`src/rtl/core/cartridge_bank_mapper_scanline_irq_assert.svh`:
```
// ----------------------------------------------------------------------------
// Assertion macros for the bank mapper
// Shared property forms, clocked on the rising edge and disabled in reset.
// ----------------------------------------------------------------------------
`ifndef CARTRIDGE_BANK_MAPPER_SCANLINE_IRQ_ASSERT_SVH
`define CARTRIDGE_BANK_MAPPER_SCANLINE_IRQ_ASSERT_SVH

// Same-cycle implication: whenever ante holds, cons holds on that edge.
`define CBM_ASSERT_SAME(label, clock, rstn, ante, cons) \
	label: assert property (@(posedge clock) disable iff (!(rstn)) \
		(ante) |-> (cons)) else $error("mapper assertion failed");

// Next-cycle implication: whenever ante holds, cons holds on the next edge.
`define CBM_ASSERT_NEXT(label, clock, rstn, ante, cons) \
	label: assert property (@(posedge clock) disable iff (!(rstn)) \
		(ante) |=> (cons)) else $error("mapper assertion failed");

`endif

```
`src/rtl/core/cbm_pkg.sv`:
```
// ----------------------------------------------------------------------------
// cbm_pkg
// Types and constants shared by the bank mapper modules.
// ----------------------------------------------------------------------------
package cbm_pkg;

	typedef enum logic [1:0] {
		OP_CPU_WRITE   = 2'd0,
		OP_VIDEO_SEEN  = 2'd1,
		OP_CPU_XLATE   = 2'd2,
		OP_VIDEO_XLATE = 2'd3
	} cbm_op_t;

	// Mapper register select, coded as {addr[14], addr[13], addr[0]}
	typedef enum logic [2:0] {
		REG_BANK_SELECT = 3'b000,
		REG_BANK_DATA   = 3'b001,
		REG_MIRROR      = 3'b010,
		REG_WRAM        = 3'b011,
		REG_IRQ_LATCH   = 3'b100,
		REG_IRQ_RELOAD  = 3'b101,
		REG_IRQ_DISABLE = 3'b110,
		REG_IRQ_ENABLE  = 3'b111
	} cbm_reg_t;

	localparam logic [1:0] CFG_PRG_BANK_BITS = 2'd0;
	localparam logic [1:0] CFG_CHR_BANK_BITS = 2'd1;
	localparam logic [1:0] CFG_FOUR_SCREEN   = 2'd2;

	localparam logic [1:0] WRAM_NONE       = 2'd0;
	localparam logic [1:0] WRAM_READ_ONLY  = 2'd1;
	localparam logic [1:0] WRAM_READ_WRITE = 2'd2;

	localparam logic [7:0] BANK_SECOND_LAST = 8'hFE;
	localparam logic [7:0] BANK_LAST        = 8'hFF;

	typedef logic [7:0][7:0] bank_regs_t;

	localparam bank_regs_t BANK_RESET = {8'd1, 8'd0, 8'd7, 8'd6, 8'd5, 8'd4, 8'd2, 8'd0};

	// Mode and size bits the translator needs
	typedef struct packed {
		logic       prg_swap;
		logic       chr_invert;
		logic [3:0] prg_bank_bits;
		logic [3:0] chr_bank_bits;
	} cbm_xlate_ctl_t;

	// Bank number mask for 2**bits banks, saturating at 8 bits
	function automatic logic [7:0] bank_mask(input logic [3:0] bits);
		logic [7:0] m;
		if (bits >= 4'd8) begin
			m = 8'hFF;
		end else begin
			m = ~(8'hFF << bits[2:0]);
		end
		return m;
	endfunction

endpackage

```
`src/rtl/core/cartridge_bank_mapper_scanline_irq.sv`:
```
// ----------------------------------------------------------------------------
// cartridge_bank_mapper_scanline_irq
// Bank-switching mapper with scanline IRQ counter: register writes, A12
// edge counting, and program / character ROM address translation.
// ----------------------------------------------------------------------------
//
//  channel  | direction | handshake              | payload
//  ---------+-----------+------------------------+---------------------------------
//  s_*      | in        | s_tvalid / s_tready    | tdata: bus_address, write_data
//           |           |                        | tuser: opcode
//  m_*      | out       | m_tvalid / m_tready    | tdata: rom_offset, irq_line,
//           |           |                        |        mirror_horizontal, wram_access
//           |           |                        | tuser: offset_valid
//  cfg_*    | in        | cfg_valid / cfg_ready  | cfg_index, cfg_data
//
// One transaction per cycle sustained while m_tready stays high; a result passes
// through the input register, then the result register, before it is offered
// on m_*.
// Mapper state is updated as an item moves from the input register into the
// result register, so each result reflects the state after its own item.
// A stalled result register holds the input register; s_tready falls only
// when both stages are full and m_tready is low.
// Reset clears the mapper state to its power-on values and empties both stages.
// Configuration writes are always taken and apply on the next cycle.
// ----------------------------------------------------------------------------
`include "cartridge_bank_mapper_scanline_irq_assert.svh"

module cartridge_bank_mapper_scanline_irq (
	input  logic        clk,
	input  logic        arst_n,

	input  logic        s_tvalid,
	output logic        s_tready,
	input  logic [23:0] s_tdata,   // [15:0] bus_address, [23:16] write_data
	input  logic [1:0]  s_tuser,   // [1:0] opcode

	output logic        m_tvalid,
	input  logic        m_tready,
	output logic [31:0] m_tdata,   // [20:0] rom_offset, [21] irq_line,
	                               // [22] mirror_horizontal, [24:23] wram_access
	output logic        m_tuser,   // [0] offset_valid

	input  logic        cfg_valid,
	output logic        cfg_ready,
	input  logic [1:0]  cfg_index,
	input  logic [3:0]  cfg_data
);
	import cbm_pkg::*;

	// Configuration registers
	logic [3:0] prg_bank_bits_q;
	logic [3:0] chr_bank_bits_q;
	logic       four_screen_q;

	// Input stage
	logic        valid_s1;
	cbm_op_t     opcode_s1;
	logic [15:0] addr_s1;
	logic [7:0]  data_s1;

	// Mapper state
	bank_regs_t bank_regs_q,  bank_regs_d;
	logic [2:0] reg_index_q,  reg_index_d;
	logic       prg_swap_q,   prg_swap_d;
	logic       chr_invert_q, chr_invert_d;
	logic       mirror_q,     mirror_d;
	logic       wram_on_q,    wram_on_d;
	logic       wram_prot_q,  wram_prot_d;
	logic [7:0] irq_latch_q,  irq_latch_d;
	logic [7:0] irq_count_q,  irq_count_d;
	logic       reload_q,     reload_d;
	logic       irq_on_q,     irq_on_d;
	logic       irq_asserted_q, irq_asserted_d;
	logic       a12_low_q,    a12_low_d;

	// Result stage
	logic        out_valid_q;
	logic [20:0] rom_offset_q;
	logic        offset_valid_q;
	logic        irq_line_q;
	logic        mirror_h_q;
	logic [1:0]  wram_access_q;

	logic           adv;
	logic           in_take;
	cbm_reg_t       reg_sel;
	cbm_xlate_ctl_t xctl;
	logic [20:0]    xl_offset;
	logic           xl_valid;

	// Advance when the result register is empty or being drained
	assign adv      = valid_s1 && (!out_valid_q || m_tready);
	assign s_tready = !valid_s1 || adv;
	assign in_take  = s_tvalid && s_tready;
	assign cfg_ready = 1'b1;

	// ---- configuration ----------------------------------------------------
	always_ff @(posedge clk or negedge arst_n) begin
		if (!arst_n) begin
			prg_bank_bits_q <= 4'd5;
			chr_bank_bits_q <= 4'd8;
			four_screen_q   <= 1'b0;
		end else if (cfg_valid) begin
			unique case (cfg_index)
				CFG_PRG_BANK_BITS: prg_bank_bits_q <= cfg_data;
				CFG_CHR_BANK_BITS: chr_bank_bits_q <= cfg_data;
				CFG_FOUR_SCREEN:   four_screen_q   <= cfg_data[0];
				default: ;
			endcase
		end
	end

	// ---- input stage ------------------------------------------------------
	always_ff @(posedge clk or negedge arst_n) begin
		if (!arst_n) begin
			valid_s1 <= 1'b0;
		end else if (s_tready) begin
			valid_s1 <= s_tvalid;
		end
	end

	// Payload loads on every accepted transaction; no reset needed
	always_ff @(posedge clk) begin
		if (in_take) begin
			opcode_s1 <= cbm_op_t'(s_tuser);
			addr_s1   <= s_tdata[15:0];
			data_s1   <= s_tdata[23:16];
		end
	end

	// ---- mapper state update ----------------------------------------------
	// Register select mirrors the 0xE001 decode of the cpu address
	assign reg_sel = cbm_reg_t'({addr_s1[14], addr_s1[13], addr_s1[0]});

	always_comb begin
		logic [7:0] cnt_next;
		bank_regs_d    = bank_regs_q;
		reg_index_d    = reg_index_q;
		prg_swap_d     = prg_swap_q;
		chr_invert_d   = chr_invert_q;
		mirror_d       = mirror_q;
		wram_on_d      = wram_on_q;
		wram_prot_d    = wram_prot_q;
		irq_latch_d    = irq_latch_q;
		irq_count_d    = irq_count_q;
		reload_d       = reload_q;
		irq_on_d       = irq_on_q;
		irq_asserted_d = irq_asserted_q;
		a12_low_d      = a12_low_q;
		cnt_next       = (irq_count_q == 8'd0 || reload_q) ? irq_latch_q
			: irq_count_q - 8'd1;

		if (opcode_s1 == OP_CPU_WRITE && addr_s1[15]) begin
			unique case (reg_sel)
				REG_BANK_SELECT: begin
					reg_index_d  = data_s1[2:0];
					chr_invert_d = data_s1[7];
					prg_swap_d   = data_s1[6];
				end
				REG_BANK_DATA: begin
					// Two-KB character banks drop bit 0
					if (reg_index_q <= 3'd1) begin
						bank_regs_d[reg_index_q] = {data_s1[7:1], 1'b0};
					end else begin
						bank_regs_d[reg_index_q] = data_s1;
					end
				end
				REG_MIRROR: mirror_d = data_s1[0];
				REG_WRAM: begin
					wram_on_d   = data_s1[7];
					wram_prot_d = data_s1[6];
				end
				REG_IRQ_LATCH: irq_latch_d = data_s1;
				REG_IRQ_RELOAD: begin
					irq_count_d = 8'd0;
					reload_d    = 1'b1;
				end
				REG_IRQ_DISABLE: begin
					irq_on_d       = 1'b0;
					irq_asserted_d = 1'b0;
				end
				REG_IRQ_ENABLE: irq_on_d = 1'b1;
				default: ;
			endcase
		end else if (opcode_s1 == OP_VIDEO_SEEN) begin
			// Clock the counter on a low-to-high move of A12
			if (!addr_s1[12]) begin
				a12_low_d = 1'b1;
			end else if (a12_low_q) begin
				a12_low_d   = 1'b0;
				irq_count_d = cnt_next;
				reload_d    = 1'b0;
				if (cnt_next == 8'd0 && irq_on_q) begin
					irq_asserted_d = 1'b1;
				end
			end
		end
	end

	always_ff @(posedge clk or negedge arst_n) begin
		if (!arst_n) begin
			bank_regs_q    <= BANK_RESET;
			reg_index_q    <= '0;
			prg_swap_q     <= 1'b0;
			chr_invert_q   <= 1'b0;
			mirror_q       <= 1'b0;
			wram_on_q      <= 1'b0;
			wram_prot_q    <= 1'b0;
			irq_latch_q    <= '0;
			irq_count_q    <= '0;
			reload_q       <= 1'b0;
			irq_on_q       <= 1'b0;
			irq_asserted_q <= 1'b0;
			a12_low_q      <= 1'b0;
		end else if (adv) begin
			bank_regs_q    <= bank_regs_d;
			reg_index_q    <= reg_index_d;
			prg_swap_q     <= prg_swap_d;
			chr_invert_q   <= chr_invert_d;
			mirror_q       <= mirror_d;
			wram_on_q      <= wram_on_d;
			wram_prot_q    <= wram_prot_d;
			irq_latch_q    <= irq_latch_d;
			irq_count_q    <= irq_count_d;
			reload_q       <= reload_d;
			irq_on_q       <= irq_on_d;
			irq_asserted_q <= irq_asserted_d;
			a12_low_q      <= a12_low_d;
		end
	end

	// ---- translation ------------------------------------------------------
	// Translate items do not change state, so the current registers serve
	assign xctl.prg_swap      = prg_swap_q;
	assign xctl.chr_invert    = chr_invert_q;
	assign xctl.prg_bank_bits = prg_bank_bits_q;
	assign xctl.chr_bank_bits = chr_bank_bits_q;

	cbm_translate u_translate (
		.opcode       (opcode_s1),
		.bus_address  (addr_s1),
		.bank_regs    (bank_regs_q),
		.ctl          (xctl),
		.rom_offset   (xl_offset),
		.offset_valid (xl_valid)
	);

	// ---- result stage -----------------------------------------------------
	always_ff @(posedge clk or negedge arst_n) begin
		if (!arst_n) begin
			out_valid_q <= 1'b0;
		end else if (adv) begin
			out_valid_q <= 1'b1;
		end else if (m_tready) begin
			out_valid_q <= 1'b0;
		end
	end

	// Status fields report the state after this item
	always_ff @(posedge clk) begin
		if (adv) begin
			rom_offset_q   <= xl_offset;
			offset_valid_q <= xl_valid;
			irq_line_q     <= irq_asserted_d;
			mirror_h_q     <= four_screen_q ? 1'b0 : mirror_d;
			wram_access_q  <= wram_on_d ? (wram_prot_d ? WRAM_READ_ONLY : WRAM_READ_WRITE)
				: WRAM_NONE;
		end
	end

	assign m_tvalid = out_valid_q;
	assign m_tdata  = {7'd0, wram_access_q, mirror_h_q, irq_line_q, rom_offset_q};
	assign m_tuser  = offset_valid_q;

	// ---- assertions -------------------------------------------------------
	`CBM_ASSERT_NEXT(a_irq_only_from_video, clk, arst_n,
		adv && opcode_s1 != OP_VIDEO_SEEN, !$rose(irq_asserted_q))
	`CBM_ASSERT_NEXT(a_s1_holds_on_stall, clk, arst_n, valid_s1 && !adv, valid_s1)
	`CBM_ASSERT_NEXT(a_adv_fills_result, clk, arst_n, adv, out_valid_q)
	`CBM_ASSERT_SAME(a_low_banks_even, clk, arst_n, 1'b1,
		!bank_regs_q[0][0] && !bank_regs_q[1][0])

endmodule

```
`src/rtl/core/cbm_translate.sv`:
```
// ----------------------------------------------------------------------------
// cbm_translate
// Program and character ROM address translation from the bank registers.
// ----------------------------------------------------------------------------
module cbm_translate (
	input  cbm_pkg::cbm_op_t       opcode,
	input  logic [15:0]            bus_address,
	input  cbm_pkg::bank_regs_t    bank_regs,
	input  cbm_pkg::cbm_xlate_ctl_t ctl,
	output logic [20:0]            rom_offset,
	output logic                   offset_valid
);
	import cbm_pkg::*;

	logic [1:0] prg_slot;
	logic [2:0] chr_eff;
	logic [2:0] rd_idx;
	logic       use_fixed;
	logic [7:0] fixed_bank;
	logic [7:0] reg_bank;
	logic [7:0] prg_bank;
	logic [7:0] chr_bank;

	assign prg_slot = bus_address[14:13];
	assign chr_eff  = bus_address[12:10] ^ {ctl.chr_invert, 2'b00};

	// One bank register read per item: pick the index first, then mux once
	always_comb begin
		rd_idx     = 3'd6;
		use_fixed  = 1'b0;
		fixed_bank = BANK_LAST;
		if (opcode == OP_CPU_XLATE) begin
			case (prg_slot)
				2'd0: begin
					use_fixed  = ctl.prg_swap;
					fixed_bank = BANK_SECOND_LAST;
					rd_idx     = 3'd6;
				end
				2'd1: begin
					rd_idx = 3'd7;
				end
				2'd2: begin
					use_fixed  = !ctl.prg_swap;
					fixed_bank = BANK_SECOND_LAST;
					rd_idx     = 3'd6;
				end
				default: begin
					use_fixed  = 1'b1;
					fixed_bank = BANK_LAST;
				end
			endcase
		end else if (!chr_eff[2]) begin
			rd_idx = {2'b00, chr_eff[1]};
		end else begin
			rd_idx = chr_eff - 3'd2;
		end
	end

	assign reg_bank = bank_regs[rd_idx];
	assign prg_bank = (use_fixed ? fixed_bank : reg_bank) & bank_mask(ctl.prg_bank_bits);
	assign chr_bank = (chr_eff[2] ? reg_bank : {reg_bank[7:1], chr_eff[0]})
		& bank_mask(ctl.chr_bank_bits);

	always_comb begin
		rom_offset   = '0;
		offset_valid = 1'b0;
		case (opcode)
			OP_CPU_XLATE: begin
				if (bus_address[15]) begin
					rom_offset   = {prg_bank, bus_address[12:0]};
					offset_valid = 1'b1;
				end
			end
			OP_VIDEO_XLATE: begin
				if (!bus_address[13]) begin
					rom_offset   = {3'b000, chr_bank, bus_address[9:0]};
					offset_valid = 1'b1;
				end
			end
			default: begin
				rom_offset   = '0;
				offset_valid = 1'b0;
			end
		endcase
	end

endmodule
```
`config.mk`:
```
export PLATFORM = sky130hd
export DESIGN_NAME = cartridge_bank_mapper_scanline_irq
export DESIGN_NICKNAME = d
export VERILOG_FILES = /design/src/rtl/core/cbm_pkg.sv /design/src/rtl/core/cartridge_bank_mapper_scanline_irq.sv /design/src/rtl/core/cbm_translate.sv
export VERILOG_INCLUDE_DIRS = /design/src /design/src/rtl/core
export SDC_FILE = /design/constraint.sdc
export NUM_CORES = 1
export LEC_CHECK = 0
export ABC_AREA = 1
export BUFFER_PORTS_ARGS = -buffer_cell sky130_fd_sc_hd__buf_2
export CAP_MARGIN = 20
export CORE_MARGIN = 2
export CORE_UTILIZATION = 55
export CTS_BUF_LIST = sky130_fd_sc_hd__clkbuf_8
export DETAILED_ROUTE_END_ITERATION = 16
export GPL_TIMING_DRIVEN = 0
export PLACE_DENSITY = 0.74
export SYNTH_ARGS = -nofsm -noshare
export SYNTH_HDL_FRONTEND = slang
export SYNTH_SLANG_ARGS = --single-unit
```
`constraint.sdc`:
```
create_clock -name clk -period 3.1 [get_ports clk]
set_input_delay 0.62 -clock clk [delete_from_list [all_inputs] [get_ports clk]]
set_output_delay 0.62 -clock clk [all_outputs]
set_load 0.02 [all_outputs]
```
-- After elaboration in Yosys (flattened, before gate mapping)
Cells that the tools add are included.
- register bits after elaboration: 155
- bits of input ports: 37
- output and inout bits: 36
- word-level logic and storage cells: 148
- $add $sub $neg: 2
- magnitude comparators: 6
- equality and inequality tests: 15
- shifts and indexed selects: 2
- muxes and demuxes: 52
- bitwise operators: 6
- reductions and logical operators: 32
- operators by type and width (operator ; count):
    64-bit bitwise mux ; 2
    8-bit two-way mux ; 12
    64-bit two-way mux ; 1
    21-bit one-hot mux with 2 select lines ; 1
    1-bit two-way mux ; 26
    8-bit binary-select mux with 3-bit select ; 1
    8-bit demux with 3-bit select ; 1
    21-bit two-way mux ; 1
    18-bit two-way mux ; 1
    8-bit AND ; 2
    8-bit zero test ; 2
    8-bit NOT ; 2
    8-bit by 3-bit << shifter with 8-bit output (first input constant) ; 2
    3-bit AND reduction ; 5
    3-bit == test (second input constant) ; 4
    2-bit nonzero test ; 5
    2-bit == test (second input constant) ; 4
    4-bit >= comparator (second input constant) ; 2
    3-bit by 4-bit < comparator with 1-bit output (second input constant) ; 2
    8-bit by 1-bit subtractor with 8-bit output (second input constant) ; 1
    2-bit by 1-bit == test with 1-bit output (second input constant) ; 3
    3-bit by 2-bit == test with 1-bit output (second input constant) ; 2
    2-bit zero test ; 3
    3-bit two-way mux ; 2
    17 further kinds ; 28

-- Depth between registers and ports, before layout
Gate-level depths: netlist of the first run.
- depth after elaboration: 10
- mapped depth: 13
- depth with buffers taken out: 12

-- By module
A second synthesis of the first run with hierarchy kept.
- cells, all modules: 816
- area, all modules: 7327.0 µm²
- by module, submodules not included (module ; instances ; cells each ; area an instance (µm²) ; seq. area each (µm²)):
    cartridge_bank_mapper_scanline_irq ; 1 ; 531 ; 5970.7 ; 4155.2
    cbm_translate ; 1 ; 285 ; 1356.3 ; 0.0

-- Least setup slack after synthesis of the first run
No wires, ideal clock.
- kind: input to register
- from: input m_tready
- to: register bank_regs_q[63] in the netlist's numbering
- setup time: 134 ps
- data arrival time: 2064 ps
- required time: 2966 ps
- path slack: 902 ps
- stages: 12
- buffers on the path: 1
- path through: inv_1 -> nand2_1 -> nand2_2 -> inv_2 -> nand2_2 -> clkinv_2 -> nand3_4 -> nor2_8 -> nand2_2 -> buf_2 -> nand2_1 -> o21ai_1
- word-level cells in the longest chain between the ends: 3
- ends and longest elaborated chain (item ; line ; source):
    start: declaration ; cartridge_bank_mapper_scanline_irq.sv:38 ; input logic m_tready,
    1-bit logical OR ; cartridge_bank_mapper_scanline_irq.sv:92 ; assign adv = valid_s1 && (!out_valid_q || m_tready);
    1-bit logical AND ; cartridge_bank_mapper_scanline_irq.sv:92 ;
    via adv ; cartridge_bank_mapper_scanline_irq.sv:84 ; logic adv;
    3-bit AND reduction (no line) ; n/a ;
    end signal: assignment ; cartridge_bank_mapper_scanline_irq.sv:216 ; bank_regs_q <= bank_regs_d;
    end: declaration ; cartridge_bank_mapper_scanline_irq.sv:62 ; bank_regs_t bank_regs_q, bank_regs_d;
The timed path passes the listed nets, and every way through them passes these cells.
A chain may end at the register's enable or synchronous reset.

-- Worst setup path in the final report of the first run
- from: register out_valid_q (netlist: m_tvalid)
- to: register bank_regs_q[29] in the netlist's numbering
- word-level cells in the longest chain between the ends: 4
- ends and longest elaborated chain (item ; line ; source):
    start: declaration ; cartridge_bank_mapper_scanline_irq.sv:77 ; logic out_valid_q;
    start signal: assignment ; cartridge_bank_mapper_scanline_irq.sv:251 ; out_valid_q <= 1'b0;
    start signal: assignment ; cartridge_bank_mapper_scanline_irq.sv:253 ; out_valid_q <= 1'b1;
    start signal: assignment ; cartridge_bank_mapper_scanline_irq.sv:255 ; out_valid_q <= 1'b0;
    1-bit zero test ; cartridge_bank_mapper_scanline_irq.sv:92 ;
    1-bit logical OR ; cartridge_bank_mapper_scanline_irq.sv:92 ;
    1-bit logical AND ; cartridge_bank_mapper_scanline_irq.sv:92 ;
    via adv ; cartridge_bank_mapper_scanline_irq.sv:84 ;
    3-bit AND reduction (no line) ; n/a ;
The timed path passes the listed nets, and every way through them passes these cells.

==> results of run 1 <==
==> state kept, by name, summed over array words and instances, names as in the netlist, 3 cells and up <==
register	flops
irq_latch_q	8
reg_index_q	3
chr_bank_bits_q	4
irq_count_q	8
rom_offset_q	21
data_s1	8
prg_bank_bits_q	4
bank_regs_q	64
addr_s1	16
==> metrics by stage <==
step           cell area, um^2  instances  power (uW)
2_1_floorplan             7340        828        3380
3_3_place_gp              7880       1068        3710
3_5_place_dp              7910       1069        3740
4_1_cts                   8300       1101        5230
5_1_grt                   8330       1102        5520
6_report                  8330       1102        5230
==> synth_stat cells, types with 5 or more instances <==
master	number	share of area (%)
edfxtp_1	52	21
nor2_1	38	1.9
nand3b_1	5	0.51
nand3_1	98	6.7
nand2_1	216	11
o21ai_2	15	1.8
o21ai_0	37	2.5
dfstp_2	13	4.7
buf_2	11	0.75
buf_4	12	1.2
a21oi_1	10	0.68
dfrtp_1	90	31
o21ai_1	50	3.4
nand2_2	12	1.0
o22ai_1	5	0.43
inv_1	114	5.8
inv_2	6	0.31
==> power groups by stage <==
| stage | clock network (uW) | registers (uW) | logic (uW) |
|---|---|---|---|
| 6_report | 1510 | 2530 | 1190 |
| 4_1_cts | 1530 | 2530 | 1180 |
| 2_1_floorplan | 0 | 2590 | 788 |
| 3_5_place_dp | 0 | 2570 | 1170 |
| 5_1_grt | 1610 | 2560 | 1350 |
| 3_3_place_gp | 0 | 2560 | 1150 |
==> worst max-delay path, cell delays in order (launching register included) <==
cell and delay, ps:
dfrtp_1 390, nand2_1 100, nand2_2 140, inv_2 590, nand2_2 90, clkinv_2 130, nand3_4 140, nor2_8 170
nand2_2 140, buf_2 210, nand2_1 90, o21ai_1 70
==> cell families after synthesis <==
| group | after synthesis | share of synthesized area [%] |
|---|---|---|
| AND/OR/NAND/NOR | 383 | 23.6 |
| flip-flops | 155 | 56.8 |
| buffers and inverters | 150 | 8.75 |
| AO/OA/AOI/OAI | 127 | 10.0 |
| adder cells (fa/ha/maj) | 2 | 0.342 |
| other | 2 | 0.103 |
| XOR/XNOR | 2 | 0.239 |
| multiplexers | 1 | 0.137 |
==> metal layers <==
layer  up-vias  wire length, um  share of wire (%)
met5         -                0                  0
met4         0              498                2.9
met3        56              835                4.9
met2       163             7790                 46
met1      2646             7760                 46
li1       2848                -                  -
==> area by class of cell <==
| cell class | instances | area [um^2] |
|---|---|---|
| repair buffers | 66 | 378 |
| plain buffers | 27 | 175 |
| multi-input cells | 523 | 2540 |
| flip-flops and latches | 155 | 4160 |
| fillers | 1166 | 4810 |
| clock inverters | 14 | 143 |
| well taps | 176 | 220 |
| inverters | 123 | 465 |
| clock buffers | 18 | 248 |
==> path summary, 6_finish.rpt <==
check | startpoint | endpoint | slack (ps) | depth (start not counted)
worst max-delay path | m_tvalid | bank_regs_q[29] | 680 | 11
worst min-delay path | arst_n | bank_regs_q[20] | 90 | 1
worst max register to register | m_tvalid | bank_regs_q[29] | 680 | 11
worst min register to register | bank_regs_q[0] | bank_regs_q[0] | 470 | 2
max in group asynchronous | arst_n | bank_regs_q[41] | 2280 | 2
min in group clk | s_tdata[14] | addr_s1[14] | 320 | 1
==> qor.txt, run 1 <==
status = complete, no violations
Max Buffers Root-to-Sink = 2
die area = 14,200 um^2
setup ws final = 684 ps
crit end category = register
Internal Power = 3490 uW
Main synth FF type = dfrtp_1
RSZ-0062 raised after global routing = no
Rel. slew slack = 41.2%
clk_skew = 14.1 ps
Final Max Tran Viols = 0
Comb power frac = 22.8%
initial detailed-routing violation count = 559
clk sinks = 155
GRT met1 Usage = 34.8%
residual DRC count = 0
dpl ws = 373 ps
placed wire-length estimate = 12.0 mm
worst hold slack = 91.4 ps
fin crit share = 77.9%
Via density = 5.18
Tightest Pin Transition = 882 ps
Core ar. = 13,100 um^2
Top-Level Pins = 73
area grow syn2layout = 13.8%
Max-cap violations = 0
drt wl/cell = 15.3 um
CTS tree = yes
Post-synth EDFFs = 52
Cells after Synth = 822
vias in the first global route = 5,481
Post-Route WL = 16.9 mm
syn_area_per_cell = 8.90 um^2
Starting Density = 55.7%
Final TNS setup = 0 ps
pwr dens = 628 nW/um^2
Setup Viol. Count Final = 0
RD Place Congestion = 0.882
layout cells sized above 1 = 19.4%
commonest non-fill, non-tap cell in the layout = nand2_1
Max Freq = 414 MHz
Die Y = 119 um
gr ovfl total = 0
Hold-fix buffers, CTS = 0
CTS Buf Count = 17
post-CTS sizing = 0
M3 GR Usage = 5.84%
switch share = 33.2%
clock slew at reported path FFs = 80 ps
Clk pwr share = 28.8%
clk root buf = clkbuf_8
Post-layout nets = 952
min cycle time layout = 2420 ps
num rows = 42
final core occ = 63.4%
maximum number of pins on one net before global-route repair = 72
Hold Vio Cnt, Final = 0
IO buf count = 64
Worst Path Required = 3440 ps
Leak = 0.00393 uW
Reg power frac = 48.3%
vias = 5,713
Most Crowded Layer GR = met2
Max H-tree Level = 4
ys async rst share = 66.5%
crit start category = register
die width = 119 um
later-pin clock latency in the skew report = 470 ps
grt met2 use = 39.1%
Crit Path Max Fanout = 35
Seq/Total Area, Yosys = 56.8%
Ys Warns = 0
Hold/Removal Path Class = in -> async
All-Layer GR Usage = 25.4%
Cell variety after synth = 42
Psw = 1740 uW
#FFs+latches synth = 155
Synth Cell Area = 7320 um^2
first-pass GRT wire length = 27.5 mm
most frequent cells in the layout = nand2_1 (216), inv_1 (114), nand3_1 (98)
DR pass1 iterations = 5
postcts setup bufs = 0
antenna violations before repair = 0
VDD IR max = 0.337 mV
antenna cells = 0
Setup Crit Path Kind = reg -> reg
ANT nets after route = 0
Crit path arrival time = 2760 ps
Note: power is estimated with default switching activity, not from simulation.
==> run 2: changes to the inputs <==
- clock period: 3.1 -> 2.3 ns (I/O delays scaled with it)
==> qor.txt, run 2 (same netlist as run 1, synthesis figures left out) <==
RD Place Congestion = 0.882 (unchanged)
Hold Vio Cnt, Final = 0 (unchanged)
FILL cells = 1,164 (was 1,166)
fin crit share = 95.3% (was 77.9%)
commonest non-fill, non-tap cell in the layout = nand2_1 (unchanged)
Crit path arrival time = 2440 ps (was 2760 ps)
most frequent cells in the layout = nand2_1 (215), inv_1 (114), nand3_1 (97) (was nand2_1 (216), inv_1 (114), nand3_1 (98))
clk_skew = 13.8 ps (was 14.1 ps)
later-pin clock latency in the skew report = 470 ps (about the same)
hold_sp = s_tdata[14]
CTS tree = yes (unchanged)
gr ovfl total = 0 (unchanged)
vias in the first global route = 5,487 (was 5,481)
Rel. slew slack = 41.9% (was 41.2%)
Starting Density = 55.7% (unchanged)
ANT nets after route = 0 (unchanged)
die width = 119 um (unchanged)
Final Max Tran Viols = 0 (unchanged)
Total Power = 7060 uW (was 5230 uW)
Top-Level Pins = 73 (unchanged)
area grow syn2layout = 14.5% (was 13.8%)
setup ws final = 108 ps (was 684 ps)
IO buf count = 64 (unchanged)
crit end category = register (unchanged)
die area = 14,200 um^2 (unchanged)
Comb power frac = 23.0% (was 22.8%)
Critical-path top delay cell = edfxtp_1 (was inv_2)
All-Layer GR Usage = 25.4% (about the same)
residual DRC count = 0 (unchanged)
Worst Path Required = 2550 ps (was 3440 ps)
Post-layout nets = 955 (was 952)
first-pass GRT wire length = 27.6 mm (was 27.5 mm)
clk sinks = 155 (unchanged)
Internal Power = 4720 uW (was 3490 uW)
area of the multi-input gates = 2560 um^2 (was 2540 um^2)
Final TNS setup = 0 ps (unchanged)
min cycle time layout = 2190 ps (was 2420 ps)
Crit Path Max Fanout = 10 (was 35)
reg-to-reg startpoint = addr_s1[12] (was m_tvalid)
Psw = 2350 uW (was 1740 uW)
final instance area = 8380 um^2 (was 8330 um^2)
Core ar. = 13,100 um^2 (unchanged)
clk root buf = clkbuf_8 (unchanged)
Max H-tree Level = 4 (unchanged)
VDD IR max = 0.455 mV (was 0.337 mV)
Max Buffers Root-to-Sink = 2 (unchanged)
Hold/Removal Path Class = in -> reg (was in -> async)
antenna cells = 0 (unchanged)
Clk pwr share = 28.7% (was 28.8%)
Setup Viol. Count Final = 0 (unchanged)
drt wl/cell = 15.2 um (was 15.3 um)
placed cell area = 7910 um^2 (unchanged)
pwr dens = 843 nW/um^2 (was 628 nW/um^2)
Leak = 0.00395 uW (was 0.00393 uW)
initial detailed-routing violation count = 516 (was 559)
Hold Crit Depth = 1
Via density = 5.22 (was 5.18)
dpl ws = -267 ps (was 373 ps)
vias = 5,765 (was 5,713)
Reg2Reg Setup Slack = 110 ps (was 680 ps)
layout cells sized above 1 = 19.8% (was 19.4%)
num rows = 42 (unchanged)
register area = 4160 um^2 (unchanged)
Max-cap violations = 0 (unchanged)
RSZ-0062 raised after global routing = no (unchanged)
Worst Reg-to-Reg Cells = 10 (was 11)
switch share = 33.2% (about the same)
max reg flops = 64 (unchanged)
placed wire-length estimate = 12.0 mm (unchanged)
R2R Path End = rom_offset_q[12] (was bank_regs_q[29])
Max Freq = 456 MHz (was 414 MHz)
crit start category = register (unchanged)
status = complete, no violations (unchanged)
Largest regs = bank_regs_q: 64 flops, rom_offset_q: 21 flops, addr_s1: 16 flops (unchanged)
antenna violations before repair = 0 (unchanged)
Hold Path Sink = addr_s1[14]
Setup Crit Path Kind = reg -> reg (unchanged)
DR pass1 iterations = 5 (unchanged)
Die Y = 119 um (unchanged)
Post-Route WL = 16.8 mm (was 16.9 mm)
CTS Buf Count = 17 (unchanged)
critical path, cell by cell = nand2_1, nand3_1, nand3_4, nand2_2, buf_4, nand2_1, nand3_1, nand3_1, nand2_1, o22ai_1 (was nand2_1, nand2_2, inv_2, nand2_2, clkinv_2, nand3_4, nor2_8, nand2_2, buf_2, nand2_1, o21ai_1)
maximum number of pins on one net before global-route repair = 72 (unchanged)
Reg power frac = 48.2% (was 48.3%)
CP max stage delay = 470 ps (was 590 ps)
clock slew at reported path FFs = 80 ps (about the same)
largest reg by FF count = bank_regs_q (unchanged)
Tightest Pin Transition = 871 ps (was 882 ps)
-- run 2: stage by stage --
step / std cells / util, % / hold slack, ps
2_1_floorplan: 828 / - / 164
3_3_place_gp: 1068 / 60.0 / 454
3_5_place_dp: 1069 / 60.2 / 440
4_1_cts: 1102 / 63.3 / 135
5_1_grt: 1105 / 63.8 / 133
6_report: 1105 / 63.8 / 155
-- run 2: metal layers --
metal | vias to the layer above | global-route usage (%) | wire, um
met2 | 166 | 39.2 | 7880
met4 | 0 | 10.7 | 465
met5 | - | 0 | 0
met3 | 48 | 5.84 | 822
met1 | 2696 | 34.9 | 7680
li1 | 2855 | - | -
-- run 2: worst max path at each step --
stage                       endpoint  slack, ps   startpoint  cells past startpoint
floorplan            bank_regs_q[63]        260     m_tvalid                     11
global placement      irq_count_q[1]       -360       arst_n                      1
detailed placement   bank_regs_q[30]       -270     m_tready                     13
CTS                 rom_offset_q[10]         60  addr_s1[14]                     11
global route        rom_offset_q[17]          2  addr_s1[12]                     11
finish              rom_offset_q[12]        110  addr_s1[12]                     10
-- run 2: critical path, delay by kind of cell (launching register included) --
kind	cells	cell delay, ps
AOI/OAI and AO/OA	1	310
buffers and inverters	1	210
DFF	1	470
and+or+nand+nor	8	970
-- run 2: final cells by class --
class / instances / area share, %
plain buffers: 27 / 2.15
multi-input cells: 523 / 30.5
flip-flops and latches: 155 / 49.6
clock inverters: 14 / 1.70
well taps: 176 / 2.63
repair buffers: 69 / 4.81
clock buffers: 18 / 2.96
inverters: 123 / 5.64
-- run 2: what timing repair did --
action,in CTS,in global routing
hold buffers,1,0
hold endpoints to repair,27,0
resized for setup,1,7
endpoints found under the setup margin,55,63
setup buffers,0,2
-- run 2: power by group through the flow --
stage               registers [uW]  logic, uW  clock network [uW]
finish                        3410       1630                2030
global route                  3450       1840                2170
CTS                           3410       1590                2060
detailed placement            3460       1580                   0
global placement              3450       1550                   0
floorplan                     3490       1060                   0
==> run 3: changes to the inputs <==
- CORE_ASPECT_RATIO: default -> 1.75
==> qor.txt, run 3 (same netlist as run 1, synthesis figures left out) <==
Via density = 5.20 (was 5.22)
Die Y = 157 um (was 119 um)
placed wire-length estimate = 12.5 mm (was 12.0 mm)
CTS Buf Count = 17 (unchanged)
setup ws final = 158 ps (was 108 ps)
Final Max Tran Viols = 0 (unchanged)
clock slew at reported path FFs = 90 ps (was 80 ps)
crit start category = register (unchanged)
Crit Path Max Fanout = 10 (unchanged)
die width = 91.2 um (was 119 um)
Top-Level Pins = 73 (unchanged)
Worst Path Required = 2500 ps (was 2550 ps)
Hold/Removal Path Class = in -> async (was in -> reg)
Tightest Pin Transition = 786 ps (was 871 ps)
fin crit share = 93.1% (was 95.3%)
Final TNS setup = 0 ps (unchanged)
placed cell area = 7910 um^2 (about the same)
vias in the first global route = 5,642 (was 5,487)
Post-layout nets = 956 (was 955)
later-pin clock latency in the skew report = 460 ps (was 470 ps)
vias = 5,721 (was 5,765)
clk_skew = 13.8 ps (about the same)
Crit path arrival time = 2340 ps (was 2440 ps)
Core ar. = 12,900 um^2 (was 13,100 um^2)
area grow syn2layout = 13.9% (was 14.5%)
largest reg by FF count = bank_regs_q (unchanged)
ANT nets after route = 0 (unchanged)
fin cells = 1,101 (was 1,105)
Max Freq = 467 MHz (was 456 MHz)
num rows = 55 (was 42)
DR pass1 iterations = 5 (unchanged)
crit end category = register (unchanged)
VDD IR max = 0.445 mV (was 0.455 mV)
CTS tree = yes (unchanged)
clk root buf = clkbuf_8 (unchanged)
Max-cap violations = 0 (unchanged)
gr ovfl total = 0 (unchanged)
Setup Crit Path Kind = reg -> reg (unchanged)
Max H-tree Level = 4 (unchanged)
max reg flops = 64 (unchanged)
commonest non-fill, non-tap cell in the layout = nand2_1 (unchanged)
RSZ-0062 raised after global routing = yes (was no)
pwr dens = 829 nW/um^2 (was 843 nW/um^2)
Post-Route WL = 17.2 mm (was 16.8 mm)
min cycle time layout = 2140 ps (was 2190 ps)
Starting Density = 56.6% (was 55.7%)
Max Buffers Root-to-Sink = 2 (unchanged)
most frequent cells in the layout = nand2_1 (214), inv_1 (114), nand3_1 (98) (was nand2_1 (215), inv_1 (114), nand3_1 (97))
drt wl/cell = 15.6 um (was 15.2 um)
Rel. slew slack = 47.6% (was 41.9%)
maximum number of pins on one net before global-route repair = 55 (was 72)
post-placement cell count = 1,064 (was 1,069)
final instance area = 8330 um^2 (was 8380 um^2)
Largest regs = bank_regs_q: 64 flops, rom_offset_q: 21 flops, addr_s1: 16 flops (unchanged)
layout cells sized above 1 = 20.0% (was 19.8%)
worst hold slack = 53.4 ps (was 155 ps)
status = complete, no violations (unchanged)
Hold Vio Cnt, Final = 0 (unchanged)
Setup Viol. Count Final = 0 (unchanged)
dpl ws = -309 ps (was -267 ps)
IO buf count = 64 (unchanged)
RD Place Congestion = 0.935 (was 0.882)
clk sinks = 155 (unchanged)
Hold-fix buffers, CTS = 0 (was 1)
first-pass GRT wire length = 27.9 mm (was 27.6 mm)
antenna cells = 0 (unchanged)
die area = 14,300 um^2 (was 14,200 um^2)
Leak = 0.00392 uW (was 0.00395 uW)
All-Layer GR Usage = 25.1% (was 25.4%)
antenna violations before repair = 0 (unchanged)
initial detailed-routing violation count = 405 (was 516)
residual DRC count = 0 (unchanged)
## run 3: cell count changes in the layout (fill, tap and decap cells not counted), moves of 2 or more
cell,delta
buf_4,+2
bufinv_16,-2
clkinv_2,-2
clkinvlp_4,+2
## run 3: power by group
part	switching, uW	internal (uW)
clock network	1110	760
registers	207	3210
logic	1100	522
total	2420	4490
## run 3: stage by stage
step / total power, uW / util [%]
after floorplan: 4560 / -
after global placement: 5000 / 60.9
after detailed placement: 5040 / 61.1
after CTS: 6870 / 63.9
after global routing: 7270 / 64.4
final: 6910 / 64.4
## run 3: worst paths after layout
check,start,to,slack [ps],cells past startpoint
max,addr_s1[14],rom_offset_q[15],160,11
min in group clk,s_tdata[18],data_s1[2],170,1
max in group asynchronous,arst_n,prg_bank_bits_q[2],1470,2
max reg2reg,addr_s1[14],rom_offset_q[15],160,11
min reg2reg,bank_regs_q[26],bank_regs_q[26],470,2
min,arst_n,irq_count_q[3],50,1
## run 3: timing repair
item / in CTS / in global routing
setup buffers: 0 / 4
gates resized for setup: 2 / 5
endpoints found under the setup margin: 56 / 44
pin swaps: 0 / 1
## run 3: final cells by class
class / instances / area [um^2]
sequential: 155 / 4160
buffer: 27 / 178
fill: 1144 / 4600
tap: 171 / 214
clock buffer: 17 / 234
timing repair buffer: 70 / 408
clock inverter: 15 / 116
multi-input combinational: 523 / 2550
inverter: 123 / 473
## run 3: critical path, cell delays in order, from the launching register on
cell and delay [ps]:
edfxtp_1 480, inv_2 170, nand2_1 100, nand2_2 200, clkbuf_4 250, nand3_1 90, nand3_1 140, nand3_1 110
nand2_2 130, nand2_1 60, nand2_1 80, nand2_1 70
## run 3: layer usage
| metal | track usage [%] | share of wire, % | vias up |
|---|---|---|---|
| met5 | 0 | 0 | - |
| met4 | 9.38 | 2.2 | 0 |
| met3 | 4.29 | 3.5 | 28 |
| met2 | 47.3 | 55 | 135 |
| met1 | 28.2 | 39 | 2712 |
| li1 | - | - | 2846 |
